## config.mk

```make
export PLATFORM = sky130hd
export DESIGN_NAME = hets_hash
export DESIGN_NICKNAME = d
export VERILOG_FILES = /design/src/design/hard_edge_transition_select_assert.svh /design/src/design/hets_pkg.sv /design/src/design/hets_hash.sv
export SDC_FILE = /design/constraint.sdc
export NUM_CORES = 1
export LEC_CHECK = 0
export BUFFER_PORTS_ARGS = -buffer_cell sky130_fd_sc_hd__buf_2
export CAP_MARGIN = 10
export CELL_PAD_IN_SITES_DETAIL_PLACEMENT = 0
export CELL_PAD_IN_SITES_GLOBAL_PLACEMENT = 2
export CORE_AREA = 2 2 232 257
export CTS_CLUSTER_SIZE = 40
export DETAILED_ROUTE_END_ITERATION = 8
export DIE_AREA = 0 0 234 259
export HOLD_SLACK_MARGIN = 0.05
export PLACE_DENSITY_LB_ADDON = 0.1
export SKIP_CTS_REPAIR_TIMING = 1
export SLEW_MARGIN = 20
export SYNTH_ARGS = -nofsm -noshare
export SYNTH_HDL_FRONTEND = slang
export SYNTH_SLANG_ARGS = --single-unit
```

## constraint.sdc

```tcl
create_clock -name i_clk -period 29.4 [get_ports i_clk]
set_input_delay 8.82 -clock i_clk [delete_from_list [all_inputs] [get_ports i_clk]]
set_output_delay 8.82 -clock i_clk [all_outputs]
set_load 0.05 [all_outputs]
```

## src/design/hard_edge_transition_select_assert.svh

```systemverilog
// assertion macros for the transition select block
// no dependencies; included by the modules that check themselves
`ifndef HARD_EDGE_TRANSITION_SELECT_ASSERT_SVH
`define HARD_EDGE_TRANSITION_SELECT_ASSERT_SVH
`ifndef SYNTH
`define HETS_ASSERT_IMP(lbl, clk, rst_n, ante, cons) \
    lbl: assert property (@(posedge clk) disable iff (!rst_n) (ante) |-> (cons)) \
        else $error("hets check failed");
`define HETS_ASSERT_NXT(lbl, clk, rst_n, ante, cons) \
    lbl: assert property (@(posedge clk) disable iff (!rst_n) (ante) |=> (cons)) \
        else $error("hets check failed");
`else
`define HETS_ASSERT_IMP(lbl, clk, rst_n, ante, cons)
`define HETS_ASSERT_NXT(lbl, clk, rst_n, ante, cons)
`endif
`endif

```

## src/design/hets_pkg.sv

```systemverilog
// shared constants, types and helpers of the transition select block
// no dependencies
`default_nettype none
package hets_pkg;
    localparam int MAX_SIDE    = 8192;
    localparam int XW          = 13;
    localparam int SIDE_W      = 14;
    localparam int PIX_W       = 32;
    localparam int PROG_W      = 16;
    localparam int CELL_W      = 13;
    localparam int DIV_STAGES  = 4;
    localparam int DIV_STEPS   = 4;
    localparam int HASH_STAGES = 3;
    localparam int GEOM_STAGES = 4;
    localparam int CORE_LAT    = DIV_STAGES + HASH_STAGES;
    localparam int GEOM_PAD    = CORE_LAT - GEOM_STAGES;

    localparam logic [3:0] MODE_CUT      = 4'd0;
    localparam logic [3:0] MODE_WIPE_L   = 4'd1;
    localparam logic [3:0] MODE_WIPE_R   = 4'd2;
    localparam logic [3:0] MODE_WIPE_D   = 4'd3;
    localparam logic [3:0] MODE_WIPE_U   = 4'd4;
    localparam logic [3:0] MODE_OBL_R    = 4'd5;
    localparam logic [3:0] MODE_OBL_L    = 4'd6;
    localparam logic [3:0] MODE_CIRC_OUT = 4'd7;
    localparam logic [3:0] MODE_CIRC_IN  = 4'd8;
    localparam logic [3:0] MODE_DIAMOND  = 4'd9;
    localparam logic [3:0] MODE_OPEN     = 4'd10;
    localparam logic [3:0] MODE_CLOSE    = 4'd11;
    localparam logic [3:0] MODE_DISSOLVE = 4'd12;
    localparam logic [3:0] MODE_CHECKER  = 4'd13;

    localparam logic [2:0] REG_MODE     = 3'd0;
    localparam logic [2:0] REG_PROGRESS = 3'd1;
    localparam logic [2:0] REG_WIDTH    = 3'd2;
    localparam logic [2:0] REG_HEIGHT   = 3'd3;
    localparam logic [2:0] REG_SEED     = 3'd4;
    localparam logic [2:0] REG_CELL     = 3'd5;

    localparam logic [31:0] HASH_MUL_A = 32'd374761393;
    localparam logic [31:0] HASH_MUL_B = 32'd668265263;
    localparam logic [31:0] HASH_MUL_C = 32'd1274126177;
    localparam logic [15:0] PROG_FULL  = 16'hFFFF;

    typedef struct packed {
        logic [3:0]        mode;
        logic [SIDE_W-1:0] w;
        logic [SIDE_W-1:0] h;
        logic [PROG_W-1:0] p;
    } t_geom_cfg;

    function automatic logic [SIDE_W-1:0] clamp_side(input logic [SIDE_W-1:0] v);
        logic [SIDE_W-1:0] r;
        if (v == '0) begin
            r = SIDE_W'(1);
        end else if (v > SIDE_W'(MAX_SIDE)) begin
            r = SIDE_W'(MAX_SIDE);
        end else begin
            r = v;
        end
        return r;
    endfunction

    // floor(m / 65535) for m below 16384 * 65535; larger quotients wrap in the 14-bit result
    function automatic logic [SIDE_W-1:0] div_by_full(input logic [30:0] m);
        logic [14:0] qh;
        logic [16:0] t;
        logic [1:0]  adj;
        qh = m[30:16];
        t  = 17'(m[15:0]) + 17'(qh);
        if (t >= 17'd131070) begin
            adj = 2'd2;
        end else if (t >= 17'd65535) begin
            adj = 2'd1;
        end else begin
            adj = 2'd0;
        end
        return SIDE_W'(qh + 15'(adj));
    endfunction
endpackage
`default_nettype wire

```

## src/design/hets_hash.sv

```systemverilog
// three stage pixel hash and reveal compare for dissolve and checker
// depends on hets_pkg
`default_nettype none
module hets_hash import hets_pkg::*; (
    input  wire logic              i_clk,
    input  wire logic              i_en,
    input  wire logic [XW-1:0]     i_a,
    input  wire logic [XW-1:0]     i_b,
    input  wire logic [31:0]       i_seed,
    input  wire logic [PROG_W-1:0] i_p,
    output logic                   o_take
);
    logic [31:0] r_g0, r_g2;
    logic        r_take;
    logic [31:0] n_g0, w_g1, n_g2, w_g3;
    logic [23:0] w_v;
    logic [39:0] w_lhs, w_rhs;

    assign n_g0  = 32'(32'(i_a) * HASH_MUL_A) + 32'(32'(i_b) * HASH_MUL_B);
    assign w_g1  = r_g0 ^ i_seed;
    assign n_g2  = 32'((w_g1 ^ (w_g1 >> 13)) * HASH_MUL_C);
    assign w_g3  = r_g2 ^ (r_g2 >> 16);
    assign w_v   = w_g3[23:0];
    assign w_lhs = {w_v, 16'h0} - 40'(w_v);
    assign w_rhs = {i_p, 24'h0} - 40'(i_p);

    always_ff @(posedge i_clk) begin
        if (i_en) begin
            r_g0   <= n_g0;
            r_g2   <= n_g2;
            r_take <= (w_lhs < w_rhs);
        end
    end

    assign o_take = r_take;
endmodule
`default_nettype wire

```

==> qor.yml <==
post-route-drc-count: 0
placedCellCount: 3049
fin_crit_ns: 16.45
worst_slew_pin_slew_ns: 1.12
post-dp-hpwl_um: 62200
cap_violations: 0
cp-end-kind: "flop"
overflow: 0
drive_above_1_share_pct: 6.20
postRouteWirelength_um: 67500
tritoncts: "yes"
dieHeight_um: 259
syn-num-nets: 3120
htreeDepth: 3
maxSlewViolCount: 0
final_cell_mix: "635 x inv_1, 461 x fa_1, 379 x ha_1"
final_common_cell: "inv_1"
fp.dieW_um: 234
place_congestion: 0.879
yosysSeqAreaShare_pct: 8.47
initialDrtViolationCount: 734
yosysTopAreaCell: "fa_1"
grt_max_degree: 66
num_rows: 93
drtPass1Iterations: 5
yosys_warnings: 0
yosysUniqueCellTypes: 68
vias: 14788
fin_cells: 3065
cp.arrival_ns: 16.53
hp-class: "reg -> reg"
setup_viol: 0
vias_per_cell: 4.82
fin_setup_tns_ns: 0
rsz0062_at_grt: "no"
antenna_left: 0
cts_max_path_buffers: 2
antenna_cells: 0
synthCells: 2204
synthTopCellsByArea: "fa_1 40%, ha_1 21%, inv_1 10%"
dieArea_sq_um: 60600
syn_avg_cell_area_sq_um: 10.5
io_buffers: 76
cts_made_buffers: 9
fin_crit_sh_pct: 55.9
path_clk_slew_ns: 0.06
worstPathRequired_ns: 29.49
status: "finished clean"
syn_to_final_growth_pct: 7.32
async_flop_share_pct: 0
critPathMaxFanout: 7
ys_ff_latch: 65
yosys.area.top_type_share_pct: 40.1
synth_edf_count: 65
slew-limit-headroom_pct: 25.0
grt_pass1_wl_um: 102000
hold_violations: 0
critPathKind: "in -> reg"
cts_sinks: 65
coreArea_sq_um: 58100
initial_core_util_pct: 39.7
antenna_found_initial: 0
cts-root-buf: "clkbuf_16"
grtUsageTotal_pct: 23.5
syn_area_sq_um: 23000
worstSkewPairLatency_ns: 0.36
ys.flop_type: "edfxtp_1"
wl_per_cell_um: 22.0
nets: 3216
maxClockFrequency_ghz: 0.0608
grt_pass1_vias: 16919
io_pins: 77
critPathLaunchType: "primary input"
finClkSkew_ns: 0.0128
-- cells by family after synthesis --
kind of cell	synth area share, %
fa+ha+maj	60.7
buf+inv	10.5
xor+xnor	9.46
simple gates	5.06
compound gates	5.52
flops	8.47
mux	0.321
-- synth_stat cells, types with 5 or more instances --
master      n
a211oi_1   10
a21o_1     34
a21oi_1    55
and2_1      5
and3_1      9
edfxtp_1   65
fa_1      461
ha_1      379
inv_1     635
nand2_1    41
nand2b_1    9
nand3_1    13
nand4_1    14
nor2_1     59
nor2b_1    12
nor3_1     15
o211ai_1    5
o21a_1     11
o21ai_0    34
o21bai_1    9
or2_2       7
or3_1       9
xnor2_1   172
xnor2_2     5
xor2_1     60
-- state kept, by name (all words and copies together), names as in the netlist --
signal	cells
r_g0	32
r_g2	32
o_take	1
-- metal layers --
| layer | share of wire, % | vias up | track usage (%) |
|---|---|---|---|
| met5 | 0 | - | 0 |
| met4 | 3.3 | 0 | 7.17 |
| met3 | 1.7 | 56 | 1.65 |
| met2 | 54 | 158 | 43.9 |
| met1 | 41 | 7584 | 28.5 |
| li1 | - | 6990 | - |
-- cell type report --
| cell class | instances | area [sq um] |
|---|---|---|
| fillers | 5730 | 33300 |
| multi-input cells | 1497 | 18700 |
| inverters | 638 | 2390 |
| flip-flops and latches | 65 | 1950 |
| well taps | 760 | 951 |
| repair buffers | 89 | 478 |
| clock buffers | 10 | 229 |
| clock inverters | 6 | 43.8 |
-- final timing paths --
check                           startpoint  endpoint  slack [ns]  depth (start not counted)
worst max-delay path            i_seed[18]  r_g2[31]       12.95                         25
worst max register to register    r_g0[18]  r_g2[31]       21.10                         24
worst min register to register     r_g0[4]   r_g2[4]        0.95                          3
worst min-delay path               r_g0[4]   r_g2[4]        0.95                          3
-- stage by stage --
| stage | worst slack [ns] | hold WS (ns) | util, % | instance area, sq um |
|---|---|---|---|---|
| after detailed placement | 12.56 | 0.936 | 42.1 | 24400 |
| after CTS | 12.92 | 0.948 | 42.6 | 24700 |
| after floorplan | 13.83 | 0.812 | - | 23000 |
| after global placement | 12.66 | 0.913 | 42.1 | 24400 |
| final | 12.95 | 0.952 | 42.6 | 24700 |
| after global routing | 12.56 | 1.00 | 42.6 | 24700 |
-- worst max-delay path, cell delays in order --
cell	delay, ns
buf_2	0.12
xnor2_1	0.14
xnor2_1	0.77
inv_1	0.38
xnor2_1	0.37
inv_1	0.15
ha_1	0.36
fa_1	0.39
fa_1	0.46
fa_1	0.49
inv_1	0.06
fa_1	0.49
fa_1	0.50
fa_1	0.49
inv_1	0.04
ha_1	0.26
ha_1	0.33
and3_1	0.19
a2111oi_2	0.44
nor2_1	0.14
a211oi_1	0.41
a21oi_1	0.17
a41oi_1	0.29
a211oi_1	0.12
xnor2_1	0.13
Power is not shown: default switching activity piles up to over one toggle a cycle in this logic, so the estimate is an artifact.
