$ cat config.mk
export PLATFORM = sky130hd
export DESIGN_NAME = hets_div
export DESIGN_NICKNAME = d
export VERILOG_FILES = /design/src/design/hard_edge_transition_select_assert.svh /design/src/design/hets_pkg.sv /design/src/design/hets_div.sv
export SDC_FILE = /design/constraint.sdc
export NUM_CORES = 1
export LEC_CHECK = 0
export BUFFER_PORTS_ARGS = -buffer_cell sky130_fd_sc_hd__buf_2
export CAP_MARGIN = 40
export CELL_PAD_IN_SITES_DETAIL_PLACEMENT = 0
export CELL_PAD_IN_SITES_GLOBAL_PLACEMENT = 1
export CORE_ASPECT_RATIO = 0.9
export CORE_MARGIN = 1.5
export CORE_UTILIZATION = 51
export CTS_CLUSTER_SIZE = 14
export DETAILED_ROUTE_END_ITERATION = 8
export PLACE_DENSITY_LB_ADDON = 0.08
export SETUP_SLACK_MARGIN = 0.15
export SYNTH_ARGS = -nofsm -noshare
export SYNTH_HDL_FRONTEND = slang
export SYNTH_SLANG_ARGS = --single-unit
export TNS_END_PERCENT = 1
$ cat constraint.sdc
create_clock -name i_clk -period 15.45 [get_ports i_clk]
set_clock_uncertainty 0.1 [all_clocks]
set_input_delay 2.3175 -clock i_clk [delete_from_list [all_inputs] [get_ports i_clk]]
set_output_delay 2.3175 -clock i_clk [all_outputs]
set_load 0.05 [all_outputs]
$ cat src/design/hard_edge_transition_select_assert.svh
// assertion macros for the transition select block
// no dependencies; included by the modules that check themselves
`ifndef HARD_EDGE_TRANSITION_SELECT_ASSERT_SVH
`define HARD_EDGE_TRANSITION_SELECT_ASSERT_SVH
`ifndef SYNTH
`define HETS_ASSERT_IMP(lbl, clk, rst_n, ante, cons) \
    lbl: assert property (@(posedge clk) disable iff (!rst_n) (ante) |-> (cons)) \
        else $error("hets check failed");
`define HETS_ASSERT_NXT(lbl, clk, rst_n, ante, cons) \
    lbl: assert property (@(posedge clk) disable iff (!rst_n) (ante) |=> (cons)) \
        else $error("hets check failed");
`else
`define HETS_ASSERT_IMP(lbl, clk, rst_n, ante, cons)
`define HETS_ASSERT_NXT(lbl, clk, rst_n, ante, cons)
`endif
`endif

$ cat src/design/hets_pkg.sv
// shared constants, types and helpers of the transition select block
// no dependencies
`default_nettype none
package hets_pkg;
    localparam int MAX_SIDE    = 8192;
    localparam int XW          = 13;
    localparam int SIDE_W      = 14;
    localparam int PIX_W       = 32;
    localparam int PROG_W      = 16;
    localparam int CELL_W      = 13;
    localparam int DIV_STAGES  = 4;
    localparam int DIV_STEPS   = 4;
    localparam int HASH_STAGES = 3;
    localparam int GEOM_STAGES = 4;
    localparam int CORE_LAT    = DIV_STAGES + HASH_STAGES;
    localparam int GEOM_PAD    = CORE_LAT - GEOM_STAGES;

    localparam logic [3:0] MODE_CUT      = 4'd0;
    localparam logic [3:0] MODE_WIPE_L   = 4'd1;
    localparam logic [3:0] MODE_WIPE_R   = 4'd2;
    localparam logic [3:0] MODE_WIPE_D   = 4'd3;
    localparam logic [3:0] MODE_WIPE_U   = 4'd4;
    localparam logic [3:0] MODE_OBL_R    = 4'd5;
    localparam logic [3:0] MODE_OBL_L    = 4'd6;
    localparam logic [3:0] MODE_CIRC_OUT = 4'd7;
    localparam logic [3:0] MODE_CIRC_IN  = 4'd8;
    localparam logic [3:0] MODE_DIAMOND  = 4'd9;
    localparam logic [3:0] MODE_OPEN     = 4'd10;
    localparam logic [3:0] MODE_CLOSE    = 4'd11;
    localparam logic [3:0] MODE_DISSOLVE = 4'd12;
    localparam logic [3:0] MODE_CHECKER  = 4'd13;

    localparam logic [2:0] REG_MODE     = 3'd0;
    localparam logic [2:0] REG_PROGRESS = 3'd1;
    localparam logic [2:0] REG_WIDTH    = 3'd2;
    localparam logic [2:0] REG_HEIGHT   = 3'd3;
    localparam logic [2:0] REG_SEED     = 3'd4;
    localparam logic [2:0] REG_CELL     = 3'd5;

    localparam logic [31:0] HASH_MUL_A = 32'd374761393;
    localparam logic [31:0] HASH_MUL_B = 32'd668265263;
    localparam logic [31:0] HASH_MUL_C = 32'd1274126177;
    localparam logic [15:0] PROG_FULL  = 16'hFFFF;

    typedef struct packed {
        logic [3:0]        mode;
        logic [SIDE_W-1:0] w;
        logic [SIDE_W-1:0] h;
        logic [PROG_W-1:0] p;
    } t_geom_cfg;

    function automatic logic [SIDE_W-1:0] clamp_side(input logic [SIDE_W-1:0] v);
        logic [SIDE_W-1:0] r;
        if (v == '0) begin
            r = SIDE_W'(1);
        end else if (v > SIDE_W'(MAX_SIDE)) begin
            r = SIDE_W'(MAX_SIDE);
        end else begin
            r = v;
        end
        return r;
    endfunction

    // floor(m / 65535) for m below 16384 * 65535; larger quotients wrap in the 14-bit result
    function automatic logic [SIDE_W-1:0] div_by_full(input logic [30:0] m);
        logic [14:0] qh;
        logic [16:0] t;
        logic [1:0]  adj;
        qh = m[30:16];
        t  = 17'(m[15:0]) + 17'(qh);
        if (t >= 17'd131070) begin
            adj = 2'd2;
        end else if (t >= 17'd65535) begin
            adj = 2'd1;
        end else begin
            adj = 2'd0;
        end
        return SIDE_W'(qh + 15'(adj));
    endfunction
endpackage
`default_nettype wire

$ cat src/design/hets_div.sv
// pipelined restoring divider for checker cell coordinates, two lanes
// depends on hets_pkg
`default_nettype none
module hets_div import hets_pkg::*; (
    input  wire logic              i_clk,
    input  wire logic              i_en,
    input  wire logic [XW-1:0]     i_x,
    input  wire logic [XW-1:0]     i_y,
    input  wire logic [CELL_W-1:0] i_cs,
    input  wire logic              i_cell,
    output logic [XW-1:0]          o_a,
    output logic [XW-1:0]          o_b
);
    logic [XW-1:0] r_num [DIV_STAGES][2];
    logic [XW-1:0] r_rem [DIV_STAGES][2];
    logic [XW-1:0] r_quo [DIV_STAGES][2];
    logic [XW-1:0] r_raw [DIV_STAGES][2];
    logic [XW-1:0] w_in [2];

    assign w_in[0] = i_x;
    assign w_in[1] = i_y;

    for (genvar s = 0; s < DIV_STAGES; s++) begin : g_stage
        for (genvar l = 0; l < 2; l++) begin : g_lane
            logic [XW-1:0] w_num_in, w_rem_in, w_quo_in, w_raw_in;
            logic [XW-1:0] n_num, n_rem, n_quo;
            if (s == 0) begin : g_first
                assign w_num_in = w_in[l];
                assign w_rem_in = '0;
                assign w_quo_in = '0;
                assign w_raw_in = w_in[l];
            end else begin : g_next
                assign w_num_in = r_num[s-1][l];
                assign w_rem_in = r_rem[s-1][l];
                assign w_quo_in = r_quo[s-1][l];
                assign w_raw_in = r_raw[s-1][l];
            end
            always_comb begin : p_step
                logic [XW:0] w_trial;
                n_num   = w_num_in;
                n_rem   = w_rem_in;
                n_quo   = w_quo_in;
                w_trial = '0;
                for (int k = 0; k < DIV_STEPS; k++) begin
                    if (s * DIV_STEPS + k < XW) begin
                        w_trial = {n_rem, n_num[XW-1]};
                        n_num   = {n_num[XW-2:0], 1'b0};
                        if (w_trial >= {1'b0, i_cs}) begin
                            n_rem = XW'(w_trial - {1'b0, i_cs});
                            n_quo = {n_quo[XW-2:0], 1'b1};
                        end else begin
                            n_rem = w_trial[XW-1:0];
                            n_quo = {n_quo[XW-2:0], 1'b0};
                        end
                    end
                end
            end
            always_ff @(posedge i_clk) begin
                if (i_en) begin
                    r_num[s][l] <= n_num;
                    r_rem[s][l] <= n_rem;
                    r_quo[s][l] <= n_quo;
                    r_raw[s][l] <= w_raw_in;
                end
            end
        end
    end

    assign o_a = i_cell ? r_quo[DIV_STAGES-1][0] : r_raw[DIV_STAGES-1][0];
    assign o_b = i_cell ? r_quo[DIV_STAGES-1][1] : r_raw[DIV_STAGES-1][1];
endmodule
`default_nettype wire

==> flow_metrics.py, run 1 <==
metrics = {
    "yosys": {
        "synth.most_common_cell": "ha_1",
        "synth_compound_area_share_pct": 19.5,
        "syn-num-nets": 2999,
        "yosys.area.top_type": "edfxtp_1",
        "muxShareOfSynthArea_pct": 7.18,
        "synth.top_cell.area_share_pct": 31.0,
        "yosysSeqAreaShare_pct": 31.0,
        "avgSynthCellArea_um2": 9.47,
        "synthesis.area_um2": 24800,
        "synthFlopType": "edfxtp_1",
        "synth_edf_count": 256,
        "synth_common_cells": "ha_1, edfxtp_1, a21oi_1",
        "yosys-top-cells-area": "edfxtp_1, ha_1, mux2_2, xnor2_1, a21oi_1",
        "syn_inst": 2619,
        "synth-simple-area-share_pct": 14.3,
        "synth_fa_ha_area_share_pct": 17.7,
        "ys_warn_count": 0,
        "yosysUniqueCellTypes": 91,
        "ys_ff_latch": 256,
        "synth_top_family_by_area": "compound AO/OA/AOI/OAI gates",
        "async_flop_share_pct": 0,
        "synth_xor_area_share_pct": 6.78,
    },
    "routing": {
        "dr.pass1.iters": 5,
        "wl_mm": 69.0,
        "vias": 20300,
        "ant_nets": 0,
        "drtIter0Drc": 1554,
        "drc": 0,
        "avgViaCountPerCell": 6.04,
        "wl_per_cell_um": 20.5,
    },
    "setup_path": {
        "regToRegSetupSlack_ps": 3980,
        "crit_slowest_cell": "a41oi_2",
        "required_ps": 15690,
        "cp-end-kind": "flip-flop",
        "timing.rr.start": "r_raw[0][8]",
        "path_class": "in -> reg",
        "r2r.worst_path.cells": 39,
        "r2r_end": "r_rem[0][36]",
        "cp.arrival_ps": 13580,
        "path_max_fanout": 21,
        "cpPeakStageDelay_ps": 690,
        "cp-start-kind": "primary input",
    },
    "timing": {
        "fmax_mhz": 74.9,
        "max_slew_margin_pct": 38.0,
        "fin_hold_ws_ps": 317,
        "setup_viol": 0,
        "worstMarginPinSlew_ps": 931,
        "fin_crit_sh_pct": 86.4,
        "rsz0062_at_grt": "no",
        "setup_tns_ps": 0,
        "finalHoldViolations": 0,
        "post-route-min-period_ps": 13340,
        "finalMaxSlewViolations": 0,
    },
    "die": {
        "num_rows": 76,
        "die_y_um": 212,
        "die_w_um": 235,
        "io_pins": 68,
        "start_util_pct": 51.7,
        "dieArea_um2": 50000,
        "coreArea_um2": 47900,
    },
    "global_routing": {
        "busiest_layer": "met2",
        "grt_pass1_vias": 19500,
        "grt_overflow": 0,
        "grt_use_met3_pct": 2.95,
        "grt_pass1_wl_mm": 108,
        "antenna_found_initial": 2,
        "grt_max_degree": 121,
        "grt_usage_pct": 27.4,
        "met2_usage_pct": 43.5,
        "grt_use_met1_pct": 39.6,
    },
    "clock_tree": {
        "cts_setup_buffers": 0,
        "cts_resized": 0,
        "cts_buffer_depth": 3,
        "tritoncts": "done",
        "hold_buffers": 0,
        "clock-sinks": 256,
        "cts-buffers-inserted": 31,
        "cts_htree_levels": 1,
        "cts-root-buf": "clkbuf_16",
        "cts.clk_slew.worst_paths_ps": 60,
        "clk_latency_ps": 610,
    },
    "layout": {
        "antenna_cells": 0,
        "drive_above_1_share_pct": 12.1,
        "fillers": 4282,
        "syn_to_final_growth_pct": 9.39,
        "nNetsFinal": 3101,
    },
    "worst_hold_path": {
        "holdPathEnd": "r_raw[2][21]",
        "hold_class": "reg -> reg",
        "worstHoldPathCells": 0,
        "hold_start": "r_raw[1][21]",
    },
    "job": {
        "cap_violations": 0,
    },
    "placement": {
        "io_buffers": 67,
        "hpwl_mm": 52.8,
        "globalplace.congestion": 0.976,
    },
    "status": {
        "run_status": "finished clean",
    },
}
worst max-delay path by stage:
stage | from | to | slack, ps | depth (start not counted)
after floorplan | i_cs[1] | r_rem[1][25] | 3450 | 44
after global placement | i_cs[0] | r_rem[0][50] | 1670 | 41
after detailed placement | i_cs[0] | r_rem[0][29] | 1460 | 39
after CTS | i_cs[0] | r_rem[0][36] | 2090 | 39
after global routing | i_cs[0] | r_rem[0][50] | 980 | 42
final | i_cs[0] | r_rem[0][36] | 2110 | 39
cells in the final DEF (no fill, tap or decap), drive strengths merged, types with 12 or more instances in the layout:
cell type,n
nor3,52
and3,27
mux2i,45
xor2,71
nor4,15
or2,18
edfxtp,256
xnor2,121
nor2,176
nand4,43
nor2b,52
a21boi,13
a211oi,22
inv,186
fa,22
buf,108
ha,316
o21a,38
o31ai,19
o221ai,20
clkbuf,33
o211ai,12
clkinv,15
nand2,179
o21ai,179
a21o,77
nand2b,52
nand3,43
o21bai,17
a21oi,190
a31oi,20
and2,14
a22oi,14
mux2,118
final cells by class:
| class | instances | area, um2 | area share (%) |
|---|---|---|---|
| inverters | 183 | 687 | 2.53 |
| clock buffers | 33 | 783 | 2.89 |
| well taps | 624 | 781 | 2.88 |
| repair buffers | 108 | 676 | 2.49 |
| flip-flops and latches | 256 | 7690 | 28.3 |
| multi-input cells | 2141 | 16300 | 59.9 |
| clock inverters | 25 | 259 | 0.955 |
flip-flops by register name, summed over array words and instances, names as in the netlist:
| signal | flops |
|---|---|
| r_quo | 74 |
| r_rem | 78 |
| r_raw | 104 |
cells by family (layout without fill, tap and decap cells):
logic type,count (synthesis),after routing
compound gates,734,734
simple gates,714,714
mux,163,163
buf+inv,222,349
xor+xnor,192,192
flops,256,256
fa+ha+maj,338,338
routing by layer:
layer  vias to the layer above  wire (um)
met3                        99       3470
met5                         -          0
li1                      10100          -
met1                      9615      33400
met2                       547      30100
met4                         0       2050
stage by stage:
step	utilization (%)	worst slack (ps)	std cells	area [um2]
global route	56.6	979	3370	27100
CTS	56.6	2090	3370	27100
detailed placement	54.4	1460	3312	26100
floorplan	-	3450	2619	24800
finish	56.6	2110	3370	27100
global placement	54.3	1670	3309	26000
critical path: cells and delay by family:
| family | cells | cell delay (ps) |
|---|---|---|
| AO/OA/AOI/OAI | 21 | 5860 |
| adder cells (fa/ha/maj) | 5 | 1890 |
| AND/OR/NAND/NOR | 8 | 1650 |
| buffers and inverters | 3 | 940 |
| multiplexers | 2 | 870 |
Power of run 1 is left out: the tool's default activity adds up to more than one toggle a clock period on the data nets, which glitch-free logic cannot reach.
==> run 2, diff against run 1 <==
--- a/config.mk
+++ b/config.mk
@@ -5,13 +5,14 @@
 export SDC_FILE = /design/constraint.sdc
 export NUM_CORES = 1
 export LEC_CHECK = 0
+export ABC_AREA = 1
 export BUFFER_PORTS_ARGS = -buffer_cell sky130_fd_sc_hd__buf_2
 export CAP_MARGIN = 40
 export CELL_PAD_IN_SITES_DETAIL_PLACEMENT = 0
 export CELL_PAD_IN_SITES_GLOBAL_PLACEMENT = 1
 export CORE_ASPECT_RATIO = 0.9
 export CORE_MARGIN = 1.5
-export CORE_UTILIZATION = 51
+export CORE_UTILIZATION = 48
 export CTS_CLUSTER_SIZE = 14
 export DETAILED_ROUTE_END_ITERATION = 8
 export PLACE_DENSITY_LB_ADDON = 0.08
==> flow_metrics.py, run 2 <==
metrics = {
    "yosys": {
        "yosys-top-cells-area": "edfxtp_1, nand2_1, ha_1, inv_1, nand3_1",
        "yosys.area.top_type": "edfxtp_1",
        "async_flop_share_pct": 0,
        "syn-num-nets": 4036,
        "ys_ff_latch": 256,
        "synthesis.area_um2": 27000,
        "avgSynthCellArea_um2": 7.37,
        "synth_common_cells": "nand2_1, inv_1, ha_1",
        "yosysSeqAreaShare_pct": 28.5,
        "synth_edf_count": 256,
        "synthFlopType": "edfxtp_1",
        "synth.top_cell.area_share_pct": 28.5,
        "ys_warn_count": 0,
        "yosysUniqueCellTypes": 52,
        "synth.most_common_cell": "nand2_1",
        "syn_inst": 3656,
    },
    "timing": {
        "rsz0062_at_grt": "no",
        "worstMarginPinSlew_ps": 937,
        "finalMaxSlewViolations": 0,
        "post-route-min-period_ps": 11410,
        "setup_tns_ps": 0,
        "fin_crit_sh_pct": 73.9,
        "max_slew_margin_pct": 37.0,
        "finalHoldViolations": 0,
        "fmax_mhz": 87.6,
        "setup_viol": 0,
    },
    "clock_tree": {
        "clock-sinks": 256,
        "cts.clk_slew.worst_paths_ps": 70,
        "cts_setup_buffers": 0,
        "cts_htree_levels": 1,
        "clk_latency_ps": 620,
        "cts-buffers-inserted": 30,
        "cts_buffer_depth": 3,
        "tritoncts": "done",
        "cts_resized": 0,
        "cts-root-buf": "clkbuf_16",
        "hold_buffers": 0,
    },
    "global_routing": {
        "grt_pass1_wl_mm": 125,
        "grt_pass1_vias": 23300,
        "grt_max_degree": 71,
        "grt_usage_pct": 27.4,
        "grt_overflow": 0,
        "antenna_found_initial": 1,
    },
    "die": {
        "coreArea_um2": 55600,
        "io_pins": 68,
        "die_w_um": 253,
        "num_rows": 82,
        "die_y_um": 228,
        "dieArea_um2": 57600,
        "start_util_pct": 48.5,
    },
    "setup_path": {
        "regToRegSetupSlack_ps": 6020,
        "crit_slowest_cell": "fa_1",
        "r2r.worst_path.cells": 48,
        "cp-start-kind": "primary input",
        "required_ps": 15810,
        "timing.rr.start": "r_raw[1][4]",
        "cpPeakStageDelay_ps": 610,
        "cp-end-kind": "flip-flop",
        "cpMostUsedCell": "nand2_1",
        "cp.arrival_ps": 11780,
        "r2r_end": "r_rem[1][4]",
        "path_class": "in -> reg",
        "path_max_fanout": 19,
    },
    "layout": {
        "antenna_cells": 0,
        "nNetsFinal": 4119,
        "final_cell_mix": "nand2_1, inv_1, ha_1, edfxtp_1, nor2_1",
        "reg_top3": "r_raw x104, r_rem x78, r_quo x74",
        "multi_input_area_um2": 17000,
        "final_util_pct": 52.5,
        "register_area_um2": 7690,
        "layout.cells.most_common": "nand2_1",
        "syn_to_final_growth_pct": 8.36,
        "regMostFlops": "r_raw",
        "drive_above_1_share_pct": 7.28,
        "fillers": 5480,
        "largest_reg_flops": 104,
    },
    "routing": {
        "wl_per_cell_um": 17.5,
        "met2WireLength_mm": 34.9,
        "dr.pass1.iters": 6,
        "vias": 24200,
        "avgViaCountPerCell": 5.36,
        "wl_mm": 79.3,
        "drc": 0,
        "wl_met1_mm": 38.2,
        "wl_met3_mm": 3.90,
        "ant_nets": 0,
        "drtIter0Drc": 1598,
        "top_layer": "met4",
    },
    "worst_hold_path": {
        "holdPathEnd": "r_raw[2][24]",
        "hold_start": "r_raw[1][24]",
        "hold_class": "reg -> reg",
        "worstHoldPathCells": 0,
    },
    "placement": {
        "io_buffers": 67,
        "globalplace.congestion": 0.926,
        "hpwl_mm": 61.0,
    },
    "status": {
        "run_status": "finished clean",
    },
    "job": {
        "cap_violations": 0,
    },
}
==> run 2: changes by cell type in the layout (fill, tap and decap cells not counted), sizes merged, moves of 35 or more <==
cell / change
a21oi: +37
nor2: +78
nor2b: -52
nor3: -35
mux2i: -45
a21o: -55
mux2: -92
nand2b: -52
nand2: +977
inv: +313
nand3: +203
xor2: +39
==> run 2: final cells by class <==
type,instances,area share (%)
Clock inverter,22,0.891
Inverter,499,6.44
Sequential cell,256,26.3
Multi-Input combinational cell,2852,58.3
Timing Repair Buffer,100,2.17
Tap cell,756,3.24
Clock buffer,34,2.62
==> run 2: worst max-delay path by stage <==
| stage | cells after the start | endpoint | slack (ps) | start |
|---|---|---|---|---|
| finish | 48 | r_rem[1][4] | 4040 | i_cs[1] |
| global route | 48 | r_rem[1][22] | 3090 | i_cs[1] |
| CTS | 48 | r_rem[1][4] | 4030 | i_cs[1] |
| detailed placement | 48 | r_rem[1][4] | 3410 | i_cs[1] |
| global placement | 47 | r_rem[1][3] | 3050 | i_cs[1] |
| floorplan | 50 | r_rem[1][7] | 5980 | i_cs[9] |
==> run 2: cells by family after synthesis <==
group / Yosys count / share of synthesized area [%]
mux: 26 / 1.09
flops: 256 / 28.5
compound gates: 498 / 10.7
fa+ha+maj: 338 / 16.3
xor+xnor: 209 / 6.79
simple gates: 1781 / 28.4
buf+inv: 548 / 8.28
==> run 2: metal layers <==
metal  track usage (%)  up-vias
li1                  -    12400
met1              39.4    11200
met2              43.6      568
met3              2.75      118
met4              7.43        0
met5                 0        -
==> run 2: critical path: cells and delay by family <==
kind | cells | cell delay [ps]
adders and majority gates | 4 | 1740
buffers and inverters | 9 | 1960
and+or+nand+nor | 25 | 3090
AOI/OAI and AO/OA | 10 | 2640
==> run 2: through the flow <==
stage / hold WS [ps] / instances / setup WS (ps) / area [um2]
after global placement: 300 / 4459 / 3050 / 28100
after detailed placement: 305 / 4462 / 3410 / 28200
after CTS: 310 / 4518 / 4030 / 29200
after floorplan: 300 / 3656 / 5980 / 27000
after global routing: 311 / 4519 / 3090 / 29200
final: 309 / 4519 / 4040 / 29200
Power of run 2 is left out for the same reason.
